[src/design/uws_pkg.sv]
// Shared types, constants and helper functions for the UTF-8 whitespace word splitter.
package uws_pkg;

   localparam int PositionBitsDefault = 32;

   localparam logic [15:0] MaxLenReset = 16'hFFFF;
   localparam logic [16:0] LenCap      = 17'h10000;

   // Values of the request kind flag.
   localparam logic FuncData = 1'b0;
   localparam logic FuncEnd  = 1'b1;

   // What the decoder hands to the word tracker for one request.
   typedef struct packed {
      logic       eos;          // end of stream marker
      logic [1:0] flush_count;  // pending bytes that join the word as error runes
      logic       rune;         // a rune is complete in this request
      logic       rune_space;   // that rune is whitespace
      logic [2:0] rune_len;     // its length in bytes
      logic [1:0] rune_back;    // its start, counted back from the current offset
   } uws_event_type;

   typedef struct packed {
      logic        valid;
      logic [31:0] start;
      logic [15:0] length;
      logic        too_long;
   } uws_result_type;

   function automatic logic space_rune(input logic [20:0] cp);
      return cp inside {[21'h000009 : 21'h00000D], 21'h000020, 21'h000085, 21'h0000A0,
                        21'h001680, [21'h002000 : 21'h00200A], 21'h002028, 21'h002029,
                        21'h00202F, 21'h00205F, 21'h003000};
   endfunction

   function automatic logic [16:0] sat_len(input logic [16:0] v);
      return (v > LenCap) ? LenCap : v;
   endfunction

endpackage

[src/design/uws_utf8.sv]
// Strict UTF-8 decoder: holds the unfinished sequence and classifies each completed rune.
module uws_utf8
   import uws_pkg::*;
(
   input  logic          clock,
   input  logic          reset,
   input  logic          step,
   input  logic          func,
   input  logic [7:0]    byte_value,
   output uws_event_type ev
);

   localparam logic [7:0] LeadE0 = 8'hE0;
   localparam logic [7:0] LeadED = 8'hED;
   localparam logic [7:0] LeadF0 = 8'hF0;
   localparam logic [7:0] LeadF4 = 8'hF4;

   logic [23:0] pend_bytes_ff, pend_bytes_in;
   logic [1:0]  pend_count_ff, pend_count_in;
   logic [2:0]  exp_len_ff, exp_len_in;

   logic [7:0]  lo, hi;
   logic        cont_ok, completes;
   logic [20:0] cp;

   always_comb begin
      lo = 8'h80;
      hi = 8'hBF;
      if (pend_count_ff == 2'd1) begin
         case (pend_bytes_ff[7:0])
            LeadE0:  lo = 8'hA0;
            LeadED:  hi = 8'h9F;
            LeadF0:  lo = 8'h90;
            LeadF4:  hi = 8'h8F;
            default: ;
         endcase
      end
      cont_ok   = (pend_count_ff != 2'd0) && (byte_value >= lo) && (byte_value <= hi);
      completes = cont_ok && (({1'b0, pend_count_ff} + 3'd1) == exp_len_ff);

      case (exp_len_ff)
         3'd2: cp = {10'd0, pend_bytes_ff[4:0], byte_value[5:0]};
         3'd3: cp = {5'd0, pend_bytes_ff[11:8], pend_bytes_ff[5:0], byte_value[5:0]};
         3'd4: cp = {pend_bytes_ff[18:16], pend_bytes_ff[13:8], pend_bytes_ff[5:0],
                     byte_value[5:0]};
         default: cp = 21'd0;
      endcase
   end

   always_comb begin
      ev            = '0;
      pend_bytes_in = pend_bytes_ff;
      pend_count_in = pend_count_ff;
      exp_len_in    = exp_len_ff;

      if (func == FuncEnd) begin
         ev.eos         = 1'b1;
         ev.flush_count = pend_count_ff;
         pend_bytes_in  = '0;
         pend_count_in  = '0;
         exp_len_in     = '0;
      end else if (cont_ok) begin
         if (completes) begin
            ev.rune       = 1'b1;
            ev.rune_space = space_rune(cp);
            ev.rune_len   = exp_len_ff;
            ev.rune_back  = pend_count_ff;
            pend_bytes_in = '0;
            pend_count_in = '0;
            exp_len_in    = '0;
         end else begin
            pend_bytes_in = {pend_bytes_ff[15:0], byte_value};
            pend_count_in = pend_count_ff + 2'd1;
         end
      end else begin
         // Any pending bytes were broken by this one; they become error runes.
         ev.flush_count = pend_count_ff;
         pend_bytes_in  = '0;
         pend_count_in  = '0;
         exp_len_in     = '0;
         if (byte_value < 8'h80) begin
            ev.rune       = 1'b1;
            ev.rune_space = space_rune({13'd0, byte_value});
            ev.rune_len   = 3'd1;
         end else if (byte_value inside {[8'hC2 : 8'hF4]}) begin
            pend_bytes_in = {16'd0, byte_value};
            pend_count_in = 2'd1;
            if (byte_value <= 8'hDF) begin
               exp_len_in = 3'd2;
            end else if (byte_value <= 8'hEF) begin
               exp_len_in = 3'd3;
            end else begin
               exp_len_in = 3'd4;
            end
         end else begin
            ev.rune     = 1'b1;
            ev.rune_len = 3'd1;
         end
      end
   end

   always_ff @(posedge clock) begin
      if (reset) begin
         pend_bytes_ff <= '0;
         pend_count_ff <= '0;
         exp_len_ff    <= '0;
      end else if (step) begin
         pend_bytes_ff <= pend_bytes_in;
         pend_count_ff <= pend_count_in;
         exp_len_ff    <= exp_len_in;
      end
   end

endmodule

[src/design/uws_word.sv]
// Word tracker: stream offset, open word state and the word report.
module uws_word
   import uws_pkg::*;
#(
   parameter int PositionBits = PositionBitsDefault
)
(
   input  logic           clock,
   input  logic           reset,
   input  logic           step,
   input  uws_event_type  ev,
   input  logic [15:0]    max_len,
   output uws_result_type res
);

   logic [PositionBits-1:0] pos_ff, pos_in;
   logic                    in_word_ff, in_word_in;
   logic [PositionBits-1:0] start_ff, start_in;
   logic [16:0]             len_ff, len_in;

   logic                    in1;
   logic [PositionBits-1:0] start1;
   logic [16:0]             len1;
   logic [63:0]             start_wide;

   always_comb begin
      // Pending bytes that were flushed come first.
      in1    = in_word_ff || (ev.flush_count != 2'd0);
      start1 = in_word_ff ? start_ff : pos_ff - PositionBits'(ev.flush_count);
      len1   = in_word_ff ? sat_len(len_ff + 17'(ev.flush_count)) : 17'(ev.flush_count);

      start_wide   = 64'(start1);
      res.valid    = step && in1 && (ev.eos || (ev.rune && ev.rune_space));
      res.start    = start_wide[31:0];
      res.too_long = len1 > {1'b0, max_len};
      res.length   = res.too_long ? max_len : len1[15:0];

      pos_in     = pos_ff + PositionBits'(1);
      in_word_in = in1;
      start_in   = start1;
      len_in     = len1;
      if (ev.eos) begin
         pos_in     = '0;
         in_word_in = 1'b0;
         start_in   = '0;
         len_in     = '0;
      end else if (ev.rune && ev.rune_space) begin
         in_word_in = 1'b0;
         len_in     = '0;
      end else if (ev.rune) begin
         in_word_in = 1'b1;
         if (in1) begin
            len_in = sat_len(len1 + 17'(ev.rune_len));
         end else begin
            start_in = pos_ff - PositionBits'(ev.rune_back);
            len_in   = 17'(ev.rune_len);
         end
      end
   end

   always_ff @(posedge clock) begin
      if (reset) begin
         pos_ff     <= '0;
         in_word_ff <= 1'b0;
         start_ff   <= '0;
         len_ff     <= '0;
      end else if (step) begin
         pos_ff     <= pos_in;
         in_word_ff <= in_word_in;
         start_ff   <= start_in;
         len_ff     <= len_in;
      end
   end

endmodule

[src/design/utf8_whitespace_word_splitter.sv]
// Top level of the UTF-8 whitespace word splitter.
// This block reads a byte stream, one request per byte, decodes it as strict UTF-8 and
// reports every word that lies between whitespace runes as its start offset and its length
// in bytes. It sustains one request per clock while no result is held up. A request is held
// in the input register, where the decode and word tracking logic works on it and updates
// its state once per byte. The result register is loaded as the request closing a word
// leaves the input register, and the word is offered from there until it is taken. The rate
// is set by that per-request state update. The output register lets the next request
// be taken while a result still waits, and the input stage only stalls while a result is
// held up. A request with tuser set marks the end of the stream: any open word is reported
// and the byte offset starts again from zero. The user must write the maximum word length
// register through the csr port only while the block is idle; the block itself does not
// enforce this. Longer words report that maximum with too_long set.
module utf8_whitespace_word_splitter
   import uws_pkg::*;
#(
   parameter int POSITION_BITS = PositionBitsDefault
)
(
   input  logic        clock,
   input  logic        reset,
   input  logic        req_tvalid,
   output logic        req_tready,
   input  logic [7:0]  req_tdata,   // [7:0] byte_value
   input  logic [0:0]  req_tuser,   // [0] func
   output logic        rsp_tvalid,
   input  logic        rsp_tready,
   output logic [47:0] rsp_tdata,   // [31:0] word_start, [47:32] word_length
   output logic [0:0]  rsp_tuser,   // [0] too_long
   input  logic        csr_wen,
   input  logic [15:0] csr_wdata
);

   logic           in_valid_ff;
   logic           func_ff;
   logic [7:0]     byte_ff;
   logic           advance;
   logic [15:0]    max_len_ff;
   uws_event_type  ev;
   uws_result_type res;
   logic           out_valid_ff, out_valid_in;
   logic [47:0]    out_data_ff;
   logic           out_flag_ff;

   // The held request moves on whenever the output register is free or being emptied.
   assign advance    = in_valid_ff && (!out_valid_ff || rsp_tready);
   assign req_tready = !in_valid_ff || advance;

   always_ff @(posedge clock) begin
      if (reset) begin
         in_valid_ff <= 1'b0;
      end else if (req_tready) begin
         in_valid_ff <= req_tvalid;
      end
   end

   always_ff @(posedge clock) begin
      if (req_tready && req_tvalid) begin
         func_ff <= req_tuser[0];
         byte_ff <= req_tdata;
      end
   end

   always_ff @(posedge clock) begin
      if (reset) begin
         max_len_ff <= MaxLenReset;
      end else if (csr_wen) begin
         max_len_ff <= csr_wdata;
      end
   end

   uws_utf8 u_utf8 (
      .clock      (clock),
      .reset      (reset),
      .step       (advance),
      .func       (func_ff),
      .byte_value (byte_ff),
      .ev         (ev)
   );

   uws_word #(
      .PositionBits (POSITION_BITS)
   ) u_word (
      .clock   (clock),
      .reset   (reset),
      .step    (advance),
      .ev      (ev),
      .max_len (max_len_ff),
      .res     (res)
   );

   // Output register: loaded when a word closes, cleared once the result is taken.
   always_comb begin
      out_valid_in = out_valid_ff;
      if (res.valid) begin
         out_valid_in = 1'b1;
      end else if (rsp_tready) begin
         out_valid_in = 1'b0;
      end
   end

   always_ff @(posedge clock) begin
      if (reset) begin
         out_valid_ff <= 1'b0;
      end else begin
         out_valid_ff <= out_valid_in;
      end
   end

   always_ff @(posedge clock) begin
      if (res.valid) begin
         out_data_ff <= {res.length, res.start};
         out_flag_ff <= res.too_long;
      end
   end

   assign rsp_tvalid   = out_valid_ff;
   assign rsp_tdata    = out_data_ff;
   assign rsp_tuser[0] = out_flag_ff;

endmodule

[config.mk]
export PLATFORM = sky130hd
export DESIGN_NAME = utf8_whitespace_word_splitter
export DESIGN_NICKNAME = d
export VERILOG_FILES = /design/src/design/uws_pkg.sv /design/src/design/uws_utf8.sv /design/src/design/uws_word.sv /design/src/design/utf8_whitespace_word_splitter.sv
export SDC_FILE = /design/constraint.sdc
export NUM_CORES = 1
export LEC_CHECK = 0
export BUFFER_PORTS_ARGS = -buffer_cell sky130_fd_sc_hd__clkbuf_2
export CORE_UTILIZATION = 33
export CTS_CLUSTER_DIAMETER = 30
export CTS_CLUSTER_SIZE = 8
export DETAILED_ROUTE_END_ITERATION = 7
export MAX_ROUTING_LAYER = met4
export PLACE_DENSITY_LB_ADDON = 0.05
export SLEW_MARGIN = 25
export SYNTH_ARGS = -nofsm -noshare
export SYNTH_HDL_FRONTEND = slang
export SYNTH_SLANG_ARGS = --single-unit
[constraint.sdc]
create_clock -name clock -period 12.7 [get_ports clock]
set_clock_uncertainty 0.2 [all_clocks]
set_input_delay 0.635 -clock clock [delete_from_list [all_inputs] [get_ports clock]]
set_output_delay 0.635 -clock clock [all_outputs]
set_load 0.02 [all_outputs]
==> impl_metrics.py <==
metrics = {
    "run_status": {
        "status": "finished clean",
    },
    "cells_and_area": {
        "nFillCells": 3439,
        "final_core_util": 0.373,
        "drive_above_1_share": 0.128,
        "nets": 1401,
        "seq_area_um2": 4190,
        "multi_input_area_um2": 6290,
        "antenna_cells": 0,
        "area_growth_pct": 10.8,
    },
    "global_routing": {
        "grt_pass1_vias": 9124,
        "grt_antenna_before_repair": 0,
        "grt_use_total": 0.210,
        "overflow": 0,
        "grt_pass1_wl_mm": 52.9,
        "grt_max_degree": 72,
    },
    "synthesis": {
        "avgSynthCellArea_um2": 8.31,
        "synthTopCellsByArea": "dfxtp_1, edfxtp_1, nand2_1, nor2_1, xor2_1",
        "synthTopCellsByCount": "nand2_1, nor2_1, dfxtp_1",
        "synth_cell_types": 84,
        "synth_top_area_cell": "dfxtp_1",
        "yosysMostFrequentCell": "nand2_1",
        "syn-num-nets": 1391,
        "ys_seq_area_frac": 0.380,
        "async_flop_share": 0,
        "ys.flop_type": "dfxtp_1",
        "yosysTopAreaCellShare": 0.222,
        "synth-seq-cells": 180,
        "synth-edff-count": 58,
        "yosys_warnings": 0,
        "syn-cell-area_um2": 11000,
        "synth_cells": 1324,
    },
    "setup_path": {
        "cp.arrival_ns": 8.59,
        "r2r_start": "u_utf8.pend_count_ff[1]",
        "reg2reg_to": "u_word.len_ff[3]",
        "slowest_stage": "or4b_1",
        "rrSetupSlack_ns": 4.28,
        "ff2ff_path_depth": 31,
        "slowest_delay_ns": 0.54,
        "required_ns": 12.87,
        "endpoint_kind": "flop",
        "crit_path_max_fanout": 16,
        "start_kind": "flop",
        "worst-setup-path-type": "reg -> reg",
    },
    "clocking": {
        "cts.repair.resized": 0,
        "clk_transition_reported_paths_ns": 0.07,
        "clockBufferDepth": 2,
        "clk-insertion-delay-late_ns": 0.46,
        "root_buffer": "clkbuf_16",
        "post_cts_buffers": 0,
        "tritoncts": "built",
        "cts_sinks": 180,
        "hold_buffers": 0,
        "htree_levels": 4,
        "cts_buffers": 17,
    },
    "sta": {
        "finalWorstSetupSlack_ns": 4.28,
        "fin_crit_sh": 0.663,
        "finalMaxSlewViolations": 0,
        "timing.fmax_ghz": 0.119,
        "tightest_slew_ns": 1.10,
        "hold_violations": 0,
        "period_minus_slack_ns": 8.42,
        "fin_tns_setup_ns": 0,
        "slew_headroom": 0.260,
        "rsz0062_at_grt": "false",
        "setup_violations": 0,
        "hold_ws_ns": 0.155,
    },
    "detailed_routing": {
        "post_drt_wl_per_cell_um": 18.5,
        "dr.first_iter.drc_count": 710,
        "route.detailed.drc": 0,
        "drt-total-wl_mm": 33.1,
        "num_vias": 9343,
        "viasPerCell": 5.22,
        "ant_nets": 0,
        "drt_first_pass_iters": 5,
    },
    "worst_hold_path": {
        "min-delay-start": "req_tdata[2]",
        "hold_path.class": "in -> reg",
        "min_to": "byte_ff[2]",
        "holdPathStages": 1,
    },
    "placed_design": {
        "pre_cts_slack_ns": 4.30,
        "hpwl_mm": 24.0,
        "place.gp.congestion": 0.878,
        "numPortBuffers": 80,
    },
    "power": {
        "ir_drop_v": 0.0000962,
        "power.total_mw": 1.20,
        "power_per_cell_area_nw_per_um2": 98.7,
        "leakagePower_nw": 4.50,
    },
    "floorplan": {
        "rows": 66,
        "core_um2": 32700,
        "top_level_ports": 81,
        "die_area_um2": 34100,
        "start_util": 0.337,
        "die_w_um": 185,
        "die_h_um": 185,
    },
    "run": {
        "cap_violations": 0,
    },
}
## how the worst max path moves through the flow
stage | start | endpoint | slack [ns] | cells past startpoint
final | u_utf8.pend_count_ff[1] | u_word.len_ff[3] | 4.28 | 31
after global routing | u_utf8.pend_count_ff[1] | u_word.len_ff[3] | 3.48 | 31
after CTS | u_utf8.pend_count_ff[1] | u_word.len_ff[3] | 4.30 | 31
after detailed placement | u_utf8.pend_count_ff[1] | u_word.len_ff[3] | 4.30 | 31
after global placement | u_utf8.pend_count_ff[1] | rsp_tdata[44] | 4.53 | 29
after floorplan | u_utf8.pend_count_ff[1] | rsp_tdata[38] | 5.26 | 33
## per-layer routing
layer / global-route usage / up-vias / part of all wire
li1: - / 4679 / -
met1: 0.296 / 4423 / 0.52
met2: 0.309 / 205 / 0.43
met3: 0.0328 / 36 / 0.038
met4: 0.0536 / 0 / 0.015
met5: - / - / 0
## kinds of logic after synthesis
group	count (synthesis)	share of synthesized area
mux	25	0.0246
fa+ha+maj	37	0.0448
simple gates	557	0.247
buf+inv	136	0.0513
flops	180	0.380
compound gates	273	0.159
xor+xnor	116	0.0937
## cells in the final DEF, fill, tap and decap left out, types with 9 or more instances in the layout
cell | synthesis | layout
clkbuf_16 | 0 | 18
nand4_1 | 18 | 18
a22oi_1 | 22 | 22
o21ai_1 | 41 | 41
xnor2_1 | 51 | 51
inv_1 | 39 | 39
nor2_1 | 164 | 163
nor4_1 | 19 | 18
a21o_1 | 9 | 9
o211ai_1 | 17 | 17
o21ai_0 | 51 | 50
edfxtp_1 | 58 | 58
nand3_1 | 35 | 35
mux2_2 | 16 | 16
xor2_1 | 63 | 63
mux2i_1 | 9 | 9
nor3_1 | 36 | 35
dfxtp_1 | 122 | 121
or3_1 | 10 | 9
and3_1 | 21 | 21
a21oi_1 | 68 | 68
ha_1 | 33 | 33
clkbuf_2 | 1 | 80
nand2_1 | 169 | 169
nand2b_1 | 14 | 14
## per-stage QoR
| step | instance area (µm²) | instances |
|---|---|---|
| floorplan | 11000 | 1324 |
| global placement | 11600 | 1757 |
| detailed placement | 11600 | 1757 |
| CTS | 12200 | 1789 |
| global route | 12200 | 1789 |
| finish | 12200 | 1789 |
## registers in the layout, summed over array words and instances (netlist names)
| name | count |
|---|---|
| u_utf8.pend_bytes_ff | 17 |
| u_word.len_ff | 17 |
| func_ff | 1 |
| u_word.start_ff | 32 |
| u_word.pos_ff | 32 |
| rsp_tuser | 1 |
| rsp_tvalid | 1 |
| byte_ff | 8 |
| in_valid_ff | 1 |
| u_utf8.exp_len_ff | 3 |
| rsp_tdata | 48 |
| max_len_ff | 16 |
| u_word.in_word_ff | 1 |
| u_utf8.pend_count_ff | 2 |
## report_power, final
part | internal, mW | switching (mW) | leakage, nW
clock network | 0.280 | 0.243 | 0.284
logic | 0.0212 | 0.0520 | 2.77
registers | 0.599 | 0.00885 | 1.45
## final cells by class
| class | instances | area share |
|---|---|---|
| multi-input cells | 1008 | 0.516 |
| flip-flops and latches | 180 | 0.343 |
| well taps | 442 | 0.0453 |
| clock buffers | 23 | 0.0409 |
| repair buffers | 88 | 0.0377 |
| inverters | 39 | 0.0120 |
| clock inverters | 9 | 0.00544 |
## worst max-delay path, delay by kind of cell, from the launching register on
kind	cells	cell delay (ns)
AND/OR/NAND/NOR	14	3.49
AO/OA/AOI/OAI	9	2.23
adder cells (fa/ha/maj)	6	1.71
flip-flops	1	0.41
XOR/XNOR	1	0.20
buffers and inverters	1	0.08
Note: power is estimated with default switching activity, not from simulation.
